$ cat src/sv/ptsa_pkg.sv
// Shared types and codes for the process tree slot allocator.
// No dependencies; imported by every module of the block.
`timescale 1ns / 1ps

package ptsa_pkg;

    // Operation codes carried on the opcode port
    typedef enum logic [1:0] {
        OP_INIT    = 2'd0,
        OP_CREATE  = 2'd1,
        OP_DESTROY = 2'd2,
        OP_CLEAR   = 2'd3
    } opcode_t;

    // Result status codes
    localparam logic [1:0] ST_OK          = 2'd0;
    localparam logic [1:0] ST_NOT_PRESENT = 2'd1;
    localparam logic [1:0] ST_FULL        = 2'd2;

    // Controller states
    typedef enum logic [1:0] {
        S_IDLE,
        S_EXEC,
        S_CLOSE,
        S_DONE
    } state_t;

    // Commands from controller to datapath
    typedef struct packed {
        logic load;        // capture a new command transfer
        logic exec;        // apply the operation (or seed the closure)
        logic close_step;  // one descendant closure pass
        logic commit;      // free the closed set and post the result
    } ptsa_cmd_t;

    // Status from datapath to controller
    typedef struct packed {
        opcode_t op;       // latched operation
        logic    present;  // target slot in range and in use
        logic    grew;     // closure pass found new descendants
    } ptsa_stat_t;

endpackage

$ cat src/sv/process_tree_slot_allocator.sv
// Process tree slot allocator: a table of NUM_SLOTS process slots with
// used marks and parent links.
//
// Command channel: opcode and target_index are taken at a rising edge with
// start high and busy low. Opcodes: init root, create child, destroy
// descendants, clear all.
// Result channel: done is high for exactly one cycle with status,
// new_index and freed_mask valid; the receiver takes it at the edge that
// ends that cycle and cannot hold it off.
// For init, create, clear and any rejected command, the controller goes
// from the execute state to the done state. A destroy of a present slot
// passes through the closure state in between, which covers the subtree
// below the target (depth at most NUM_SLOTS-1): the closure unit walks
// one tree level per cycle over all slots in parallel, and the pass that
// finds no new descendant frees them and posts the result.
// One command at a time: busy stays high until done; a new command can be
// accepted in the cycle after done.
// Reset: all slots free, controller idle. The parent table is not
// cleared; a slot's parent is only read while the slot is in use.
`timescale 1ns / 1ps

module process_tree_slot_allocator
    import ptsa_pkg::*;
#(
    parameter int NUM_SLOTS = 16
)
(
    input  logic        clk,
    input  logic        rst_n,
    input  logic        start,
    output logic        busy,
    input  logic [1:0]  opcode,
    input  logic [3:0]  target_index,
    output logic        done,
    output logic [1:0]  status,
    output logic [3:0]  new_index,
    output logic [15:0] freed_mask
);

    ptsa_cmd_t  cmd;
    ptsa_stat_t stat;

    // Controller
    ptsa_ctrl u_ctrl (
        .clk   (clk),
        .rst_n (rst_n),
        .start (start),
        .stat  (stat),
        .cmd   (cmd),
        .busy  (busy),
        .done  (done)
    );

    // Datapath
    ptsa_datapath #(
        .NUM_SLOTS (NUM_SLOTS)
    ) u_datapath (
        .clk          (clk),
        .rst_n        (rst_n),
        .cmd          (cmd),
        .opcode       (opcode),
        .target_index (target_index),
        .stat         (stat),
        .status       (status),
        .new_index    (new_index),
        .freed_mask   (freed_mask)
    );

endmodule

$ cat src/sv/ptsa_ctrl.sv
// Controller state machine for the process tree slot allocator.
// Depends on ptsa_pkg; drives ptsa_datapath through command/status structs.
`timescale 1ns / 1ps

module ptsa_ctrl
    import ptsa_pkg::*;
(
    input  logic       clk,
    input  logic       rst_n,
    input  logic       start,
    input  ptsa_stat_t stat,
    output ptsa_cmd_t  cmd,
    output logic       busy,
    output logic       done
);

    state_t state_reg;
    state_t state_next;

    // State register
    always_ff @(posedge clk or negedge rst_n)
    begin
        if (!rst_n)
        begin
            state_reg <= S_IDLE;
        end
        else
        begin
            state_reg <= state_next;
        end
    end

    // Next state
    always_comb
    begin
        state_next = state_reg;
        unique case (state_reg)
            S_IDLE:
            begin
                if (start)
                begin
                    state_next = S_EXEC;
                end
            end
            S_EXEC:
            begin
                if (stat.op == OP_DESTROY && stat.present)
                begin
                    state_next = S_CLOSE;
                end
                else
                begin
                    state_next = S_DONE;
                end
            end
            S_CLOSE:
            begin
                if (!stat.grew)
                begin
                    state_next = S_DONE;
                end
            end
            S_DONE:
            begin
                state_next = S_IDLE;
            end
            default:
            begin
                state_next = S_IDLE;
            end
        endcase
    end

    // Outputs
    always_comb
    begin
        cmd  = '0;
        busy = 1'b1;
        done = 1'b0;
        unique case (state_reg)
            S_IDLE:
            begin
                busy     = 1'b0;
                cmd.load = start;
            end
            S_EXEC:
            begin
                cmd.exec = 1'b1;
            end
            S_CLOSE:
            begin
                cmd.close_step = 1'b1;
                cmd.commit     = !stat.grew;
            end
            S_DONE:
            begin
                done = 1'b1;
            end
            default:
            begin
                busy = 1'b1;
            end
        endcase
    end

endmodule

$ cat src/sv/ptsa_datapath.sv
// Datapath for the process tree slot allocator: slot table, free-slot
// finder, descendant closure and result registers. Depends on ptsa_pkg.
`timescale 1ns / 1ps

module ptsa_datapath
    import ptsa_pkg::*;
#(
    parameter int NUM_SLOTS = 16
)
(
    input  logic        clk,
    input  logic        rst_n,
    input  ptsa_cmd_t   cmd,
    input  logic [1:0]  opcode,
    input  logic [3:0]  target_index,
    output ptsa_stat_t  stat,
    output logic [1:0]  status,
    output logic [3:0]  new_index,
    output logic [15:0] freed_mask
);

    localparam int SLOT_W = $clog2(NUM_SLOTS);
    localparam int IDX_W  = (SLOT_W > 4) ? SLOT_W : 4;
    localparam int MASK_W = (NUM_SLOTS > 16) ? NUM_SLOTS : 16;

    // Latched command
    opcode_t              op_reg;
    logic [3:0]           tgt_reg;

    // Slot table
    logic [NUM_SLOTS-1:0] used_reg;
    logic [SLOT_W-1:0]    parent_reg [NUM_SLOTS];

    // Closure sets
    logic [NUM_SLOTS-1:0] tree_reg;
    logic [NUM_SLOTS-1:0] freed_reg;

    // Result registers
    logic [1:0]           status_reg;
    logic [3:0]           new_index_reg;
    logic [15:0]          freed_mask_reg;

    logic [IDX_W-1:0]     tgt_wide;
    logic [SLOT_W-1:0]    tgt_idx;
    logic                 in_range;
    logic                 present;
    logic [NUM_SLOTS-1:0] free_onehot;
    logic [SLOT_W-1:0]    free_idx;
    logic [IDX_W-1:0]     free_wide;
    logic                 full;
    logic [NUM_SLOTS-1:0] grow;
    logic [MASK_W-1:0]    freed_wide;
    logic [MASK_W-1:0]    used_wide;

    // Target decode
    assign tgt_wide = IDX_W'(tgt_reg);
    assign tgt_idx  = tgt_wide[SLOT_W-1:0];
    assign in_range = ({28'd0, tgt_reg} < 32'(NUM_SLOTS));
    assign present  = in_range && used_reg[tgt_idx];

    // Lowest free slot: isolate the lowest zero bit, then encode it
    assign free_onehot = ~used_reg & (used_reg + NUM_SLOTS'(1));
    assign full        = &used_reg;
    always_comb
    begin
        free_idx = '0;
        for (int s = 0; s < NUM_SLOTS; s++)
        begin
            if (free_onehot[s])
            begin
                free_idx = free_idx | SLOT_W'(s);
            end
        end
    end
    assign free_wide = IDX_W'(free_idx);

    // One closure pass: used slots, other than the target and those already freed, whose parent is already in the tree
    always_comb
    begin
        for (int s = 0; s < NUM_SLOTS; s++)
        begin
            grow[s] = used_reg[s] && (SLOT_W'(s) != tgt_idx) && !freed_reg[s]
                      && tree_reg[parent_reg[s]];
        end
    end

    // Fold slot vectors onto the 16-bit result mask
    assign freed_wide = MASK_W'(freed_reg);
    assign used_wide  = MASK_W'(used_reg);

    // Used marks
    always_ff @(posedge clk or negedge rst_n)
    begin
        if (!rst_n)
        begin
            used_reg <= '0;
        end
        else if (cmd.exec)
        begin
            case (op_reg)
                OP_INIT:
                begin
                    used_reg <= NUM_SLOTS'(1);
                end
                OP_CREATE:
                begin
                    if (present && !full)
                    begin
                        used_reg <= used_reg | free_onehot;
                    end
                end
                OP_CLEAR:
                begin
                    used_reg <= '0;
                end
                default:
                begin
                    used_reg <= used_reg;
                end
            endcase
        end
        else if (cmd.commit)
        begin
            used_reg <= used_reg & ~freed_reg;
        end
    end

    // Parent table, command latch, closure sets and results
    always_ff @(posedge clk)
    begin
        if (cmd.load)
        begin
            op_reg  <= opcode_t'(opcode);
            tgt_reg <= target_index;
        end

        if (cmd.exec)
        begin
            case (op_reg)
                OP_INIT:
                begin
                    status_reg     <= ST_OK;
                    new_index_reg  <= '0;
                    freed_mask_reg <= '0;
                    parent_reg[0]  <= '0;
                end
                OP_CREATE:
                begin
                    freed_mask_reg <= '0;
                    if (!present)
                    begin
                        status_reg    <= ST_NOT_PRESENT;
                        new_index_reg <= '0;
                    end
                    else if (full)
                    begin
                        status_reg    <= ST_FULL;
                        new_index_reg <= '0;
                    end
                    else
                    begin
                        status_reg           <= ST_OK;
                        parent_reg[free_idx] <= tgt_idx;
                        new_index_reg        <= free_wide[3:0];
                    end
                end
                OP_DESTROY:
                begin
                    status_reg     <= present ? ST_OK : ST_NOT_PRESENT;
                    new_index_reg  <= '0;
                    freed_mask_reg <= '0;
                    tree_reg       <= NUM_SLOTS'(1) << tgt_idx;
                    freed_reg      <= '0;
                end
                OP_CLEAR:
                begin
                    status_reg     <= ST_OK;
                    new_index_reg  <= '0;
                    freed_mask_reg <= used_wide[15:0];
                end
                default:
                begin
                    status_reg     <= ST_OK;
                    new_index_reg  <= '0;
                    freed_mask_reg <= '0;
                end
            endcase
        end

        if (cmd.close_step)
        begin
            tree_reg  <= tree_reg | grow;
            freed_reg <= freed_reg | grow;
        end

        if (cmd.commit)
        begin
            status_reg     <= ST_OK;
            new_index_reg  <= '0;
            freed_mask_reg <= freed_wide[15:0];
        end
    end

    assign stat.op      = op_reg;
    assign stat.present = present;
    assign stat.grew    = |grow;

    assign status     = status_reg;
    assign new_index  = new_index_reg;
    assign freed_mask = freed_mask_reg;

endmodule

$ cat config.mk
export PLATFORM = sky130hd
export DESIGN_NAME = process_tree_slot_allocator
export DESIGN_NICKNAME = d
export VERILOG_FILES = /design/src/sv/ptsa_pkg.sv /design/src/sv/process_tree_slot_allocator.sv /design/src/sv/ptsa_ctrl.sv /design/src/sv/ptsa_datapath.sv
export SDC_FILE = /design/constraint.sdc
export NUM_CORES = 1
export LEC_CHECK = 0
export ABC_CLOCK_PERIOD_IN_PS = 6300
export CAP_MARGIN = 0
export CORE_MARGIN = 2
export CORE_UTILIZATION = 58
export CTS_CLUSTER_DIAMETER = 150
export CTS_CLUSTER_SIZE = 24
export DETAILED_ROUTE_END_ITERATION = 16
export DONT_BUFFER_PORTS = 1
export PLACE_DENSITY = 0.74
export SLEW_MARGIN = 0
export SYNTH_ARGS = -nofsm -noshare
export SYNTH_HDL_FRONTEND = slang
export SYNTH_SLANG_ARGS = --single-unit
$ cat constraint.sdc
create_clock -name clk -period 6.3 [get_ports clk]
set_clock_uncertainty 0.15 [all_clocks]
set_input_delay 1.26 -clock clk [delete_from_list [all_inputs] [get_ports clk]]
set_output_delay 1.26 -clock clk [all_outputs]
set_load 0.005 [all_outputs]
==> metrics <==
crit path from u_datapath.tree_reg[10]; die height 124 um; Final period util 78.1%; post_cts resized 0; ys flop type edfxtp_1; DRT iter0 DRCs 1,039; NumNets Final 666; IO Pins 33; CP Launch Type register; Final TNS setup 0 ns; mux cell area share after synthesis 24.3%; data arrival time of the worst path 5.05 ns; CTS Buf Count 17; Netlist cell types 60; yosys warns 0; hold-fix buffers at CTS 0; adder-cell area share of the yosys netlist 1.50%; initial antenna violation count 0; GRT Residual Overflow 0; Remaining DRCs 0; compound-gate portion of the synthesized area 7.89%; Final Routed Wirelength 21,800 um; Worst-path clk slew 0.06 ns; Root Buffer clkbuf_16; r2r setup slk 1.38 ns; leading cell type in the layout, fill and taps excluded edfxtp_1; HP Class register to register; Avg WL per Cell 26.0 um; Layout area overhead 8.11%; total track usage 30.4%; CP Max Fanout 22; register area 4110 sq um; Clock Latency Late Sink 0.43 ns; Leakage 0.00315 uW; clock buffer depth 2; die extent in x 124 um; Post-synth EDFFs 118; RSZ-0062 raised after global routing false; via density per instance 7.28; H-tree Lvls 4; WP data required 6.43 ns; # setup viols final 0; Tot Pwr 3890 uW; Async S/R FF share, synth 12.7%; diode count 0; crit path to u_datapath.used_reg[8]; number of global-route vias before repair 5,958; Syn Nets 691; Core Region 14,000 sq um; Max Clk Rate 203 MHz; TritonCTS clock tree done; mean post-synth cell area 12.4 sq um; setup bufs post-CTS 0; gp weighted congestion 0.982; worst r2r src u_datapath.tree_reg[10]; Multi-input gate area 3900 sq um; number of vias in the routed layout 6,117; crit path kind register to register; Cells after Synth 672; Largest register FFs 64; std cell rows 43; commonest non-fill, non-tap cells in the layout 118 x edfxtp_1, 81 x nor2_1, 66 x mux4_2; starting density of the core 59.6%; maximum VDD drop 0.220 mV; Port Buf Inserts 0; pin count of the biggest net entering global routing 33; Reg2Reg Depth 8; Synth Area in Simple Gates 13.0%; xor-xnor portion of the synthesized cell area 0%; slew at the pin with the worst max-slew slack 1.12 ns; largest family of logic cells by synthesized area multiplexers; Period minus WS final 4.92 ns; DIE AREA 15,400 sq um; share of cells above drive strength 1 17.3%; Placement Cell Area 8400 sq um; first-pass GRT wire length 34,000 um; Pre-Repair DR Iteration Count 6; Hold Fails Final Rpt 0; PD cells 432 nW/um^2; Max-Cap Viols 0; Worst Setup End Kind register; hpwl dp 14,600 um; post-synthesis sequential area ratio 49.3%; outcome complete, no violations; fin. max-slew vios 0; Reg-to-Reg End u_datapath.used_reg[8]; Slew headroom 25.2%; final instance area 9020 sq um; clock sink count 142; fill count 1,027; DRT antenna net count 0; FF+latch count, synth 142; Synth Cell Area 8340 sq um
[cells in the mapped netlist, types with 3 or more instances]
master	count	area, sq um
a22oi_1	4	30.0
buf_1	5	18.8
nand2b_1	6	37.5
nand3_1	12	60.1
buf_4	3	22.5
dfxtp_1	6	120
nand4b_1	3	26.3
mux2_2	6	67.6
nor4_1	4	25.0
o22ai_1	6	37.5
nor4bb_1	3	30.0
dfrtp_1	18	450
and4_1	3	26.3
nand2_1	54	203
o31ai_1	3	22.5
ha_1	10	125
or4_1	3	22.5
mux2i_1	45	450
nor2_1	81	304
edfxtp_1	118	3540
a31oi_1	15	93.8
nor2b_1	4	25.0
nand4_1	6	37.5
o21ai_0	26	130
a21oi_1	18	90.1
inv_1	27	101
mux4_2	66	1490
o2111ai_1	3	26.3
nor3_1	11	55.1
nor3b_1	4	30.0
and4b_1	5	50.1
and3_1	9	56.3
o211ai_1	5	37.5
clkbuf_1	40	150
[metrics by stage]
step | utilization, % | hold slack, ns | setup slack (ns) | std cells
2_1_floorplan | - | 0.307 | 1.51 | 672
3_3_place_gp | 60.1 | 0.317 | 1.60 | 808
3_5_place_dp | 60.1 | 0.325 | 1.43 | 808
4_1_cts | 64.5 | 0.334 | 1.44 | 840
5_1_grt | 64.5 | 0.360 | 1.22 | 840
6_report | 64.5 | 0.330 | 1.38 | 840
[how the worst min path moves through the flow]
stage,from,to,cells after the start,slack [ns]
after global routing,rst_n,u_datapath.used_reg[13],0,0.36
after detailed placement,u_datapath.new_index[2],u_datapath.new_index[2],2,0.32
after global placement,u_datapath.status[1],u_datapath.status[1],2,0.32
final,u_datapath.new_index[2],u_datapath.new_index[2],2,0.33
after floorplan,u_datapath.new_index[2],u_datapath.new_index[2],2,0.31
after CTS,u_datapath.new_index[2],u_datapath.new_index[2],2,0.33
[logic make-up (layout without fill, tap and decap cells)]
family,after synthesis,after routing
and+or+nand+nor,220,220
DFF,142,142
muxes,118,118
AOI/OAI and AO/OA,102,102
buffers and inverters,80,68
adders and majority gates,10,10
[final cells by class]
cell class	instances	share of cell area, %
Sequential cell	142	45.6
Multi-Input combinational cell	450	43.3
Clock buffer	22	5.38
Tap cell	180	2.50
Clock inverter	10	1.47
Inverter	29	1.21
Timing Repair Buffer	7	0.583
[routing by layer]
layer  GRT usage [%]  part of all wire (%)
met1            40.6                    37
met2            47.6                    47
met3            6.91                    12
met4            14.7                   4.4
met5               0                     0
[where the power goes]
| group | switching (uW) | internal (uW) | leakage (uW) |
|---|---|---|---|
| Clock | 388 | 666 | 0.000310 |
| Sequential | 409 | 1310 | 0.00151 |
| Combinational | 581 | 543 | 0.00133 |
| Total | 1380 | 2520 | 0.00315 |
[critical path, stage by stage (launching register included)]
cell and delay, ns:
edfxtp_1 0.69, mux4_1 0.63, mux4_2 0.49, and4b_1 0.25, or4_1 0.60, or4_1 0.59, nor3_4 0.94, buf_4 0.32
a31oi_1 0.10
Note: power is estimated with default switching activity, not from simulation.
